File: src/hw/rtl/signed_integer_to_radix_symbols_top_assert.svh
// Assertion macros for the radix symbol converter.
// Included by the modules that carry concurrent assertions; no other dependencies.
`ifndef SIGNED_INTEGER_TO_RADIX_SYMBOLS_TOP_ASSERT_SVH
`define SIGNED_INTEGER_TO_RADIX_SYMBOLS_TOP_ASSERT_SVH

`ifndef SYNTHESIS
`define SIRS_ASSERT_IMPL(label, clk, rst_n, ante, cons) \
    label: assert property (@(posedge clk) disable iff (!rst_n) (ante) |-> (cons)) \
        else $error("assertion failed: same-cycle implication");
`define SIRS_ASSERT_NEXT(label, clk, rst_n, ante, cons) \
    label: assert property (@(posedge clk) disable iff (!rst_n) (ante) |=> (cons)) \
        else $error("assertion failed: next-cycle implication");
`else
`define SIRS_ASSERT_IMPL(label, clk, rst_n, ante, cons)
`define SIRS_ASSERT_NEXT(label, clk, rst_n, ante, cons)
`endif

`endif

File: src/hw/rtl/sirs_pkg.sv
`timescale 1ns / 1ps
// Shared types, constants and the symbol lookup for the radix symbol converter.
// No dependencies.
package sirs_pkg;

    localparam int MAX_SYMBOLS_DEF = 16;
    localparam int MAG_W           = 32;
    localparam int CNT_W           = 5;
    localparam int NUM_CELLS       = 32;
    localparam int CELL_IDX_W      = 5;
    localparam int RADIX_W         = 5;
    localparam int ALPHA_W         = 64;
    localparam int SYM_W           = 8;
    localparam int SYM_IDX_W       = 4;
    localparam int CFG_IDX_W       = 2;

    localparam logic [CFG_IDX_W-1:0] REG_RADIX_SIZE    = 2'd0;
    localparam logic [CFG_IDX_W-1:0] REG_ALPHABET_LOW  = 2'd1;
    localparam logic [CFG_IDX_W-1:0] REG_ALPHABET_HIGH = 2'd2;

    localparam logic [SYM_W-1:0] SYM_PLUS    = 8'd43;
    localparam logic [SYM_W-1:0] SYM_MINUS   = 8'd45;
    localparam logic [SYM_W-1:0] SYM_LOWEST  = 8'd32;
    localparam logic [SYM_W-1:0] SYM_HIGHEST = 8'd127;

    localparam logic [CNT_W-1:0] CNT_LAST = 5'd31;

    typedef enum logic [2:0] {
        ST_IDLE,
        ST_CONV,
        ST_WAIT,
        ST_SIGN,
        ST_DIG
    } sirs_state_t;

    // One step of the bit wave that travels along the digit cells.
    typedef struct packed {
        logic vld;
        logic first;
        logic fin;
        logic carry;
    } sirs_link_t;

    function automatic logic [SYM_W-1:0] symbol_of(
        input logic [ALPHA_W-1:0]   lo,
        input logic [ALPHA_W-1:0]   hi,
        input logic [SYM_IDX_W-1:0] d
    );
        logic [ALPHA_W-1:0] word;
        logic [ALPHA_W-1:0] shifted;
        word    = d[3] ? hi : lo;
        shifted = word >> {d[2:0], 3'b000};
        return shifted[SYM_W-1:0];
    endfunction

    function automatic logic sym_legal(input logic [SYM_W-1:0] c);
        return (c != SYM_PLUS) && (c != SYM_MINUS) && (c >= SYM_LOWEST) && (c <= SYM_HIGHEST);
    endfunction

endpackage

File: src/hw/rtl/sirs_cell.sv
`timescale 1ns / 1ps
// One digit cell: doubles its digit, adds the incoming carry and reduces modulo the radix.
// Depends on sirs_pkg.
module sirs_cell import sirs_pkg::*; #(
    parameter int DIGIT_W = 4
) (
    input  logic               clk,
    input  logic               rst_n,
    input  logic [RADIX_W-1:0] radix,
    input  sirs_link_t         link_in,
    output sirs_link_t         link_out,
    output logic [DIGIT_W-1:0] digit
);

    logic [DIGIT_W-1:0] digit_reg;
    logic [DIGIT_W-1:0] digit_next;
    sirs_link_t         link_reg;
    sirs_link_t         link_next;
    logic [DIGIT_W-1:0] base;
    logic [DIGIT_W:0]   dbl;
    logic [RADIX_W-1:0] dbl_ext;
    logic [RADIX_W-1:0] diff;
    logic               ge;

    always_comb
    begin
        base       = link_in.first ? '0 : digit_reg;
        dbl        = {base, link_in.carry};
        dbl_ext    = RADIX_W'(dbl);
        ge         = (dbl_ext >= radix);
        diff       = dbl_ext - radix;
        digit_next = digit_reg;
        link_next  = link_in;
        if (link_in.vld)
        begin
            digit_next = ge ? DIGIT_W'(diff) : DIGIT_W'(dbl_ext);
        end
        link_next.carry = link_in.vld & ge;
    end

    always_ff @(posedge clk or negedge rst_n)
    begin
        if (!rst_n)
        begin
            link_reg <= '0;
        end
        else
        begin
            link_reg <= link_next;
        end
    end

    always_ff @(posedge clk)
    begin
        digit_reg <= digit_next;
    end

    assign link_out = link_reg;
    assign digit    = digit_reg;

endmodule

File: src/hw/rtl/sirs_alpha_chk.sv
`timescale 1ns / 1ps
// Registered validity check of the radix and the digit alphabet.
// Depends on sirs_pkg.
module sirs_alpha_chk import sirs_pkg::*; #(
    parameter int MAX_SYMBOLS = MAX_SYMBOLS_DEF
) (
    input  logic               clk,
    input  logic               rst_n,
    input  logic [RADIX_W-1:0] radix_size,
    input  logic [ALPHA_W-1:0] alphabet_low,
    input  logic [ALPHA_W-1:0] alphabet_high,
    output logic               ok
);

    logic [SYM_W-1:0] sym [MAX_SYMBOLS];
    logic             bad;
    logic             ok_reg;
    logic             ok_next;

    always_comb
    begin
        for (int i = 0; i < MAX_SYMBOLS; i++)
        begin
            sym[i] = symbol_of(alphabet_low, alphabet_high, SYM_IDX_W'(i));
        end
    end

    always_comb
    begin
        bad = 1'b0;
        for (int i = 0; i < MAX_SYMBOLS; i++)
        begin
            if (radix_size > RADIX_W'(i))
            begin
                if (!sym_legal(sym[i]))
                begin
                    bad = 1'b1;
                end
                for (int j = i + 1; j < MAX_SYMBOLS; j++)
                begin
                    if ((radix_size > RADIX_W'(j)) && (sym[i] == sym[j]))
                    begin
                        bad = 1'b1;
                    end
                end
            end
        end
        ok_next = (radix_size >= RADIX_W'(2)) && (radix_size <= RADIX_W'(MAX_SYMBOLS)) && !bad;
    end

    always_ff @(posedge clk or negedge rst_n)
    begin
        if (!rst_n)
        begin
            ok_reg <= 1'b0;
        end
        else
        begin
            ok_reg <= ok_next;
        end
    end

    assign ok = ok_reg;

endmodule

File: src/hw/rtl/signed_integer_to_radix_symbols_top.sv
`timescale 1ns / 1ps
// A new number is accepted only in the idle state, so conversions do not overlap.
// The 32 magnitude bits enter the digit cell row one per cycle and the bit wave crosses
// its 32 cells; then the symbols leave the output register one per cycle while m_axis_tready
// is held high.
// Reset is asynchronous and active low; it clears control state and the configuration registers to zero.
// Top level; depends on sirs_pkg, sirs_cell, sirs_alpha_chk and the assertion header.
`include "signed_integer_to_radix_symbols_top_assert.svh"

module signed_integer_to_radix_symbols_top import sirs_pkg::*; #(
    parameter int MAX_SYMBOLS = MAX_SYMBOLS_DEF
) (
    input  logic                 clk,
    input  logic                 rst_n,
    input  logic                 cfg_we,
    input  logic [CFG_IDX_W-1:0] cfg_index,
    input  logic [ALPHA_W-1:0]   cfg_data,
    input  logic                 s_axis_tvalid,
    output logic                 s_axis_tready,
    input  logic signed [MAG_W-1:0] s_axis_tdata,   // number
    output logic                 m_axis_tvalid,
    input  logic                 m_axis_tready,
    output logic [SYM_W-1:0]     m_axis_tdata,      // symbol
    output logic                 m_axis_tlast
);

    localparam int DIGIT_W = (MAX_SYMBOLS > 1) ? $clog2(MAX_SYMBOLS) : 1;

    logic [RADIX_W-1:0]    radix_reg;
    logic [ALPHA_W-1:0]    alo_reg;
    logic [ALPHA_W-1:0]    ahi_reg;
    logic                  ok;

    sirs_state_t           state_reg;
    sirs_state_t           state_next;
    logic [CNT_W-1:0]      cnt_reg;
    logic [CNT_W-1:0]      cnt_next;
    logic [MAG_W-1:0]      mag_reg;
    logic [MAG_W-1:0]      mag_next;
    logic                  neg_reg;
    logic                  neg_next;
    logic [CELL_IDX_W-1:0] idx_reg;
    logic [CELL_IDX_W-1:0] idx_next;
    logic                  out_vld_reg;
    logic                  out_vld_next;
    logic [SYM_W-1:0]      out_sym_reg;
    logic [SYM_W-1:0]      out_sym_next;
    logic                  out_last_reg;
    logic                  out_last_next;

    sirs_link_t            link_head;
    sirs_link_t            link [NUM_CELLS+1];
    logic [DIGIT_W-1:0]    digit [NUM_CELLS];
    logic [CELL_IDX_W-1:0] msd;
    logic                  chain_done;
    logic                  out_free;
    logic [MAG_W-1:0]      raw;

    always_ff @(posedge clk or negedge rst_n)
    begin
        if (!rst_n)
        begin
            radix_reg <= '0;
            alo_reg   <= '0;
            ahi_reg   <= '0;
        end
        else if (cfg_we)
        begin
            unique case (cfg_index)
                REG_RADIX_SIZE:    radix_reg <= cfg_data[RADIX_W-1:0];
                REG_ALPHABET_LOW:  alo_reg   <= cfg_data;
                REG_ALPHABET_HIGH: ahi_reg   <= cfg_data;
                default:           ;
            endcase
        end
    end

    sirs_alpha_chk #(
        .MAX_SYMBOLS(MAX_SYMBOLS)
    ) u_chk (
        .clk          (clk),
        .rst_n        (rst_n),
        .radix_size   (radix_reg),
        .alphabet_low (alo_reg),
        .alphabet_high(ahi_reg),
        .ok           (ok)
    );

    assign link[0] = link_head;

    for (genvar k = 0; k < NUM_CELLS; k++)
    begin : g_cell
        sirs_cell #(
            .DIGIT_W(DIGIT_W)
        ) u_cell (
            .clk     (clk),
            .rst_n   (rst_n),
            .radix   (radix_reg),
            .link_in (link[k]),
            .link_out(link[k+1]),
            .digit   (digit[k])
        );
    end

    assign chain_done = link[NUM_CELLS].vld & link[NUM_CELLS].fin;

    always_comb
    begin
        msd = '0;
        for (int k = 0; k < NUM_CELLS; k++)
        begin
            if (digit[k] != '0)
            begin
                msd = CELL_IDX_W'(k);
            end
        end
    end

    always_comb
    begin
        state_next    = state_reg;
        cnt_next      = cnt_reg;
        mag_next      = mag_reg;
        neg_next      = neg_reg;
        idx_next      = idx_reg;
        out_vld_next  = out_vld_reg;
        out_sym_next  = out_sym_reg;
        out_last_next = out_last_reg;
        link_head     = '0;
        raw           = unsigned'(s_axis_tdata);
        out_free      = !out_vld_reg || m_axis_tready;
        if (out_vld_reg && m_axis_tready)
        begin
            out_vld_next = 1'b0;
        end
        unique case (state_reg)
            ST_IDLE:
            begin
                if (s_axis_tvalid)
                begin
                    neg_next   = raw[MAG_W-1];
                    mag_next   = raw[MAG_W-1] ? (MAG_W'(0) - raw) : raw;
                    cnt_next   = '0;
                    state_next = ST_CONV;
                end
            end
            ST_CONV:
            begin
                link_head.vld   = 1'b1;
                link_head.first = (cnt_reg == '0);
                link_head.fin   = (cnt_reg == CNT_LAST);
                link_head.carry = mag_reg[MAG_W-1];
                mag_next        = {mag_reg[MAG_W-2:0], 1'b0};
                cnt_next        = cnt_reg + CNT_W'(1);
                if (cnt_reg == CNT_LAST)
                begin
                    state_next = ST_WAIT;
                end
            end
            ST_WAIT:
            begin
                if (chain_done)
                begin
                    idx_next = msd;
                    if (!ok)
                    begin
                        state_next = ST_IDLE;
                    end
                    else if (neg_reg)
                    begin
                        state_next = ST_SIGN;
                    end
                    else
                    begin
                        state_next = ST_DIG;
                    end
                end
            end
            ST_SIGN:
            begin
                if (out_free)
                begin
                    out_vld_next  = 1'b1;
                    out_sym_next  = SYM_MINUS;
                    out_last_next = 1'b0;
                    state_next    = ST_DIG;
                end
            end
            ST_DIG:
            begin
                if (out_free)
                begin
                    out_vld_next  = 1'b1;
                    out_sym_next  = symbol_of(alo_reg, ahi_reg, SYM_IDX_W'(digit[idx_reg]));
                    out_last_next = (idx_reg == '0);
                    if (idx_reg == '0)
                    begin
                        state_next = ST_IDLE;
                    end
                    else
                    begin
                        idx_next = idx_reg - CELL_IDX_W'(1);
                    end
                end
            end
            default:
            begin
                state_next = ST_IDLE;
            end
        endcase
    end

    always_ff @(posedge clk or negedge rst_n)
    begin
        if (!rst_n)
        begin
            state_reg   <= ST_IDLE;
            cnt_reg     <= '0;
            idx_reg     <= '0;
            neg_reg     <= 1'b0;
            out_vld_reg <= 1'b0;
        end
        else
        begin
            state_reg   <= state_next;
            cnt_reg     <= cnt_next;
            idx_reg     <= idx_next;
            neg_reg     <= neg_next;
            out_vld_reg <= out_vld_next;
        end
    end

    always_ff @(posedge clk)
    begin
        mag_reg      <= mag_next;
        out_sym_reg  <= out_sym_next;
        out_last_reg <= out_last_next;
    end

    assign s_axis_tready = (state_reg == ST_IDLE);
    assign m_axis_tvalid = out_vld_reg;
    assign m_axis_tdata  = out_sym_reg;
    assign m_axis_tlast  = out_last_reg;

    `SIRS_ASSERT_IMPL(a_done_in_wait, clk, rst_n, chain_done, state_reg == ST_WAIT)
    `SIRS_ASSERT_NEXT(a_accept_starts, clk, rst_n,
        s_axis_tvalid && s_axis_tready, state_reg == ST_CONV)
    `SIRS_ASSERT_NEXT(a_last_ends, clk, rst_n,
        (state_reg == ST_DIG) && out_free && (idx_reg == '0), state_reg == ST_IDLE && m_axis_tlast)
    `SIRS_ASSERT_IMPL(a_minus_not_last, clk, rst_n,
        out_vld_reg && (out_sym_reg == SYM_MINUS), !out_last_reg)

endmodule
File: config.mk
export PLATFORM = sky130hd
export DESIGN_NAME = signed_integer_to_radix_symbols_top
export DESIGN_NICKNAME = d
export VERILOG_FILES = /design/src/hw/rtl/sirs_pkg.sv /design/src/hw/rtl/sirs_cell.sv /design/src/hw/rtl/sirs_alpha_chk.sv /design/src/hw/rtl/signed_integer_to_radix_symbols_top.sv
export VERILOG_INCLUDE_DIRS = /design/src /design/src/hw/rtl
export SDC_FILE = /design/constraint.sdc
export NUM_CORES = 2
export LEC_CHECK = 0
export BUFFER_PORTS_ARGS = -buffer_cell sky130_fd_sc_hd__buf_2
export CORE_ASPECT_RATIO = 0.9
export CORE_MARGIN = 10
export CORE_UTILIZATION = 58
export CTS_CLUSTER_DIAMETER = 120
export DETAILED_ROUTE_END_ITERATION = 6
export GPL_TIMING_DRIVEN = 0
export PLACE_DENSITY = 0.75
export SLEW_MARGIN = 20
export SYNTH_ARGS = -nofsm -noshare
export SYNTH_HDL_FRONTEND = slang
export SYNTH_SLANG_ARGS = --single-unit
File: constraint.sdc
create_clock -name clk -period 6.7 [get_ports clk]
set_clock_uncertainty 0.15 [all_clocks]
set_input_delay 1.34 -clock clk [delete_from_list [all_inputs] [get_ports clk]]
set_output_delay 1.34 -clock clk [all_outputs]
set_load 0.02 [all_outputs]
* Word-level counts from Yosys, hierarchy flattened
Cells that the tools add are included.
Operators by class: add/sub/neg operators 35, order comparisons 83, equality and inequality tests 166, shift operators 1, multiplexer cells 279, bitwise gates (word level) 33, reduce and logical (&&, ||, !) cells 221
Operator list (number):
- $eq A8 B8 Y1 | 120
- $mux W4 | 67
- $ne A8 B6 Y1 const B | 32
- $logic_and A1 B1 Y1 | 171
- $mux W5 | 34
- $ge A5 B5 Y1 | 32
- $mux W1 | 158
- $ge A8 B6 Y1 const B | 16
- $le A8 B7 Y1 const B | 16
- $sub A4 B4 Y4 | 32
- $reduce_bool A4 Y1 | 31
- $mux W32 | 2
- $mux W64 | 1
- $pmux W32 S2 | 1
- $shr A64 B6 Y8 | 1
- $gt A5 B4 Y1 const B | 8
- $and A1 B1 Y1 | 32
- $sub A1 B32 Y32 const A | 1
- $mux W3 | 8
- $bmux W4 S5 | 1
- $gt A5 B3 Y1 const B | 4
- $pmux W5 S2 | 2
- $mux W8 | 2
- $pmux W8 S2 | 1
- 28 further kinds | 45
Word-level totals: register bits after elaboration 444, input bits 103, output and inout port bits 11, word-level logic and storage cells 988

* Logic depth before layout (Yosys ltp)
depth after elaboration 158, mapped depth 15, depth with buffers taken out 14

* Modules after synthesis
Synthesis repeated with hierarchy kept, for this count alone.
Second synthesis, totals: cell total of the unflattened synthesis 4024, area total of the unflattened synthesis 40223.6 sq um
By module, submodules not included:
- sirs_cell | times used 32, cells each 43, area each 514.2 sq um, sequential area each 220.2 sq um
- sirs_alpha_chk | times used 1, cells each 1707, area each 12818.5 sq um, sequential area each 25.0 sq um
- signed_integer_to_radix_symbols_top | times used 1, cells each 941, area each 10949.3 sq um, sequential area each 4934.7 sq um

* Least setup slack after synthesis
OpenSTA, ideal clock, no wires.
kind flip-flop to flip-flop, start reg radix_reg[1], end reg g_cell[1].u_cell.digit_reg[2] (data pin), setup time 0.260 ns, arrival 4.012 ns, data required time 6.290 ns, setup slack 2.278 ns, cell stages (with the launch flop) 11, buffers on the path 1, period minus slack after synthesis 4.422 ns, cell sequence dfrtp_1 -> clkbuf_1 -> inv_1 -> ha_1 -> nor2b_1 -> o21ai_0 -> nand2b_1 -> a31o_2 -> a21o_1 -> a21o_1 -> mux2_2
On the way: cells in the longest elaborated chain, start to end 2, elaborated cells on any way between the ends 3, classes of those cells add/sub (1); order compare (1); mux (1)
Ends and longest elaborated chain:
- start: declaration | RTL line signed_integer_to_radix_symbols_top.sv:29 | logic [RADIX_W-1:0] radix_reg;
- start signal: assignment | RTL line signed_integer_to_radix_symbols_top.sv:70 | REG_RADIX_SIZE: radix_reg <= cfg_data[RADIX_W-1:0];
- $sub A4 B4 Y4 / $ge A5 B5 Y1 (equally long branches) | RTL line sirs_cell.sv:31, sirs_cell.sv:30
- $mux W4 (*) | RTL line sirs_cell.sv:36 | digit_next = ge ? DIGIT_W'(diff) : DIGIT_W'(dbl_ext);
- end signal: assignment | RTL line sirs_cell.sv:55 | digit_reg <= digit_next;
- end: declaration | RTL line sirs_cell.sv:15 | logic [DIGIT_W-1:0] digit_reg;
Every way passes the cells marked *; elsewhere a longest branch is shown, timed or not. A chain may end at the register's enable or synchronous reset.

* Worst setup path after layout
start reg radix_reg[1], end reg u_chk.ok_reg, in the netlist u_chk.ok
On the way: cells in the longest elaborated chain, start to end 155, elaborated cells on any way between the ends 292, classes of those cells order compare (18); mux (151); reduce/logical (123)
Ends and longest elaborated chain:
- $gt A5 B1 Y1 | RTL line sirs_alpha_chk.sv:33, sirs_alpha_chk.sv:41
- $logic_and A1 B1 Y1 | RTL line sirs_alpha_chk.sv:41 | if ((radix_size > RADIX_W'(j)) && (sym[i] == sym[j]))
- $mux W1 (15 in a row) | RTL line sirs_alpha_chk.sv:41
- $mux W1 | RTL line sirs_alpha_chk.sv:33 | if (radix_size > RADIX_W'(i))
- $mux W1 | RTL line sirs_alpha_chk.sv:35 | if (!sym_legal(sym[i]))
- $mux W1 (14 in a row) | RTL line sirs_alpha_chk.sv:41
- $mux W1 | RTL line sirs_alpha_chk.sv:33
- $mux W1 | RTL line sirs_alpha_chk.sv:35
- [... 113 more ...]
- $mux W1 | RTL line sirs_alpha_chk.sv:35
- $mux W1 | RTL line sirs_alpha_chk.sv:41
- $mux W1 | RTL line sirs_alpha_chk.sv:33
- $mux W1 | RTL line sirs_alpha_chk.sv:35
- $mux W1 | RTL line sirs_alpha_chk.sv:33
- $logic_not A1 Y1 | RTL line sirs_alpha_chk.sv:48 | ok_next = (radix_size >= RADIX_W'(2)) && (radix_size <= RADIX_W'(MAX_SYMBOLS)) && !bad;
- $logic_and A1 B1 Y1 (*) | RTL line sirs_alpha_chk.sv:48
- named net u_chk.ok_next | RTL line sirs_alpha_chk.sv:18 | logic ok_next;
- end signal: assignment | RTL line sirs_alpha_chk.sv:59 | ok_reg <= ok_next;
- end: declaration | RTL line sirs_alpha_chk.sv:17 | logic ok_reg;
The timed path passes the listed nets; every way through them passes the cells marked *.

==> metrics list <==
* Xor and xnor fraction of the mapped netlist area: around a quarter
* Clock tree root driver cell: sky130_fd_sc_hd__clkbuf_16
* Combinational family with the most area after synthesis: XOR/XNOR gates
- CTS tree: yes
- Die Span X: 288 um
* Starting density of the core: about 58%
- Relative max-transition margin: 1.53%
- Synthesized area divided by synthesized cell count: 10.1 um^2
- The count of buffers added on input and output ports is 113.
- For this design the ratio of total power to cell area is about 510 nW/um^2.
* Maximum number of pins on one net before global-route repair: 97
* Final instance count without filler cells: 4787
* Global-route wire length before repair: 220000 um
- Min-Delay Path Class: reg -> reg
* Number of enable flip-flop cells after synthesis: 169
* Sw Ratio: 45.4%
* Max-cap violations: 0
- The H-tree generated during clock tree synthesis spans 2 levels.
* DP Worst Slack: 1.73 ns
* Final HPWL DP: roughly 110000 um
- Yosys warnings: 0
- After detailed routing, the average wire length per cell comes to 32.4 um.
- Core region area: 64100 um^2
- Dividing the final minimum period by the clock period gives between 80 and 90%.
* Cell type with the highest aggregate area in the netlist: sky130_fd_sc_hd__dfrtp_1
- Fraction of final layout cells with drive strength greater than 1: 16.5%
- Setup fix buffers added after clock tree synthesis: 0
- Number of max-slew violations in the final report: 0
* Antenna Violating Nets Remaining: 0
- The top cell type by area accounts for 18.4% of the synthesized area.
- Yosys mapped the design onto 81 distinct sky130hd cell types.
- For this run, asynchronously set or reset flops after synthesis account for 61.9%.
- Proportion of synthesized area in mux cells: 11.1%
- Summed over all cells, the static leakage comes to 16.2 nW.
* Kind of start point of the critical path: register
- Most used standard cell by instance count after synthesis: sky130_fd_sc_hd__xnor2_1
- Final setup violating endpoints: 0
- Synthesized area: 37500 um^2
- Clock latency on the worst-skew pair, taken at its later pin, is 0.62 ns.
* Detailed-route via count: approximately 33000
- The synthesized netlist devotes 7.25% of its cell area to adder and majority cells.
- FF+latch count, synth: 444
* Synthesized-area fraction occupied by ao, oa, aoi and oai cells: just under 7%
- Clock-pin slew was measured on the worst setup and hold paths at 0.06 ns.
* Drt initial violations: ~5400
- The checks that failed: design-rule violations.
- Setup slack on the critical path of the routed design comes to 1.09 ns.
* Top-level I/O count: 114
* Total clock sinks: 444
- Number of clock buffers inserted by TritonCTS: 48
* Placer's final routability congestion estimate: 1.10
- The die covers 75200 um^2.
- Final hold vios: 0
* GR Util All Layers: 40.2%
- The floorplan has 88 rows.
- Maximum operating frequency: 178 MHz
- Worst-case vdd ir drop: 366 uV
- After global routing the overflow that remains totals 0.
- On the final layout, the worst hold slack is 0.196 ns.
- Worst-path fanout max: 16
- Via count of the first global-routing pass: 31100
- Transition time of the tightest slew-check pin: 1.48 ns
- Final #Nets: 4190
- The most used flip-flop cell after synthesis is sky130_fd_sc_hd__dfrtp_1.
- Area contributors post-synth: sky130_fd_sc_hd__dfrtp_1 18%, sky130_fd_sc_hd__xnor2_1 17%, sky130_fd_sc_hd__edfxtp_1 14%
- The number of buffers and inverters on the critical path is 2.
* Total wire length: 155000 um
- The number of antenna violations at the first check in global routing came to 7.
* Required time at the endpoint of the critical path: 6.93 ns
* Area Overhead vs Synth: 9.79%
- Net Sw Power: 9.53 mW
- Setup repair after global routing missed its margin: no
* PostCTS Resize Cnt: 0
- Of the synthesized area, sequential elements account for 31.9%.
* Commonest cells in the netlist: 747 x sky130_fd_sc_hd__xnor2_1, 312 x sky130_fd_sc_hd__xor2_1, 275 x sky130_fd_sc_hd__dfrtp_1
- Largest stage delay, worst path: 1.03 ns
- Power consumption: around 21 mW
- Grouping stages by cell kind, the critical path spends the most delay in simple AND/OR/NAND/NOR gates.
- The register with the most flip-flops in the layout has 128 of them.
- Crit-path slowest cell: sky130_fd_sc_hd__nor4_1
* Reg power frac: 24.5%
- Outcome: finished with violations
- Number of remaining DRC errors: 10
- The internal power of the cells totals approximately 11 mW.
* Critical path cell sequence: clkbuf_1, nand2_1, o21a_1, clkbuf_1, nor3_1, nor4_1, nand2_1, o41ai_1, o2111ai_1, nor4_1
- The worst path in the final design needs a cycle of 5.61 ns, including I/O delays and setup.
* Detailed-router iteration count before antenna repair: 7
- Cts-stage hold buffer count: 0
- Comb power frac: 61.6%
- Type of the worst setup path: reg -> reg
* Fraction of the mapped netlist area in simple logic gates: 13.5%
- Number of nets in the synthesized netlist: 4017
- Synth Instances: 3716
- Number of instances in the placed design: 4694
* WP data arrival: 5.84 ns
- The clock network burns between 10 and 15% of the power.
- Type of element capturing the critical path: register
- Bufs on Longest Clock Path: 3
- DR vias/cell: 6.84
- Die height: roughly 260 um
area by class of cell:
type	count	area, um^2
multi-input combinational	2866	23800
fill	5342	23000
sequential	444	12000
buffer	321	1480
clock buffer	61	1320
tap	855	1070
timing repair buffer	123	808
clock inverter	29	394
inverter	85	320
antenna	3	7.51
cell usage in the layout (no fill, tap or decap), drive strengths merged, types with 98 or more instances in the layout:
cell    netlist  final
nor4        108    108
nand2       112    112
xor2        312    312
edfxtp      169    169
nand4       188    188
clkbuf       69    136
ha          166    166
o21ai        98     98
buf         252    369
mux2        194    194
dfrtp       275    275
xnor2       747    747
mux2i       160    160
nor2b       137    137
cells by family (layout without fill, tap and decap cells):
logic type | count (synthesis) | in the layout
AOI/OAI and AO/OA | 369 | 369
xor gates and xnor gates | 1059 | 1059
adders and majority gates | 198 | 198
buffers and inverters | 406 | 619
DFF | 444 | 444
muxes | 370 | 370
other | 0 | 3
and+or+nand+nor | 870 | 870
routing by layer:
layer | track usage (%) | vias to the layer above | part of all wire, % | routed length, um
met4 | 19.1 | 12 | 5.9 | 9100
met5 | 0 | - | 0.063 | 97
met2 | 53.0 | 2747 | 38 | 58800
li1 | - | 13400 | - | -
met1 | 54.7 | 15900 | 40 | 61600
met3 | 18.7 | 677 | 16 | 25300
power by group through the flow:
stage	clock, mW	sequential (mW)	combinational, mW
6_report	2.93	5.14	12.9
5_1_grt	3.07	5.26	13.7
4_1_cts	2.95	5.11	12.4
3_5_place_dp	0	5.14	12.3
3_3_place_gp	0	5.16	12.0
2_1_floorplan	0	4.81	9.19
metrics by stage:
| step | instance area [um^2] | setup TNS, ns | utilization (%) |
|---|---|---|---|
| final | 41100 | 0 | 64.2 |
| after CTS | 41100 | 0 | 64.1 |
| after floorplan | 37500 | 0 | - |
| after global placement | 39100 | -339.73 | 61.0 |
| after detailed placement | 39400 | 0 | 61.4 |
| after global routing | 41100 | 0 | 64.2 |
worst paths after layout:
check | startpoint | to | slack, ns | depth (start not counted)
max in group asynchronous | rst_n | g_cell[21].u_cell.link_out[1] | 4.72 | 3
worst max register to register | radix_reg[1] | u_chk.ok | 1.09 | 10
worst min register to register | g_cell[10].u_cell.link_out[1] | g_cell[11].u_cell.link_out[1] | 0.20 | 0
min in group asynchronous | rst_n | g_cell[28].u_cell.link_out[0] | 0.41 | 1
worst max-delay path | radix_reg[1] | u_chk.ok | 1.09 | 10
worst min-delay path | g_cell[10].u_cell.link_out[1] | g_cell[11].u_cell.link_out[1] | 0.20 | 0
No activity file was read; power rests on OpenSTA's default activity.
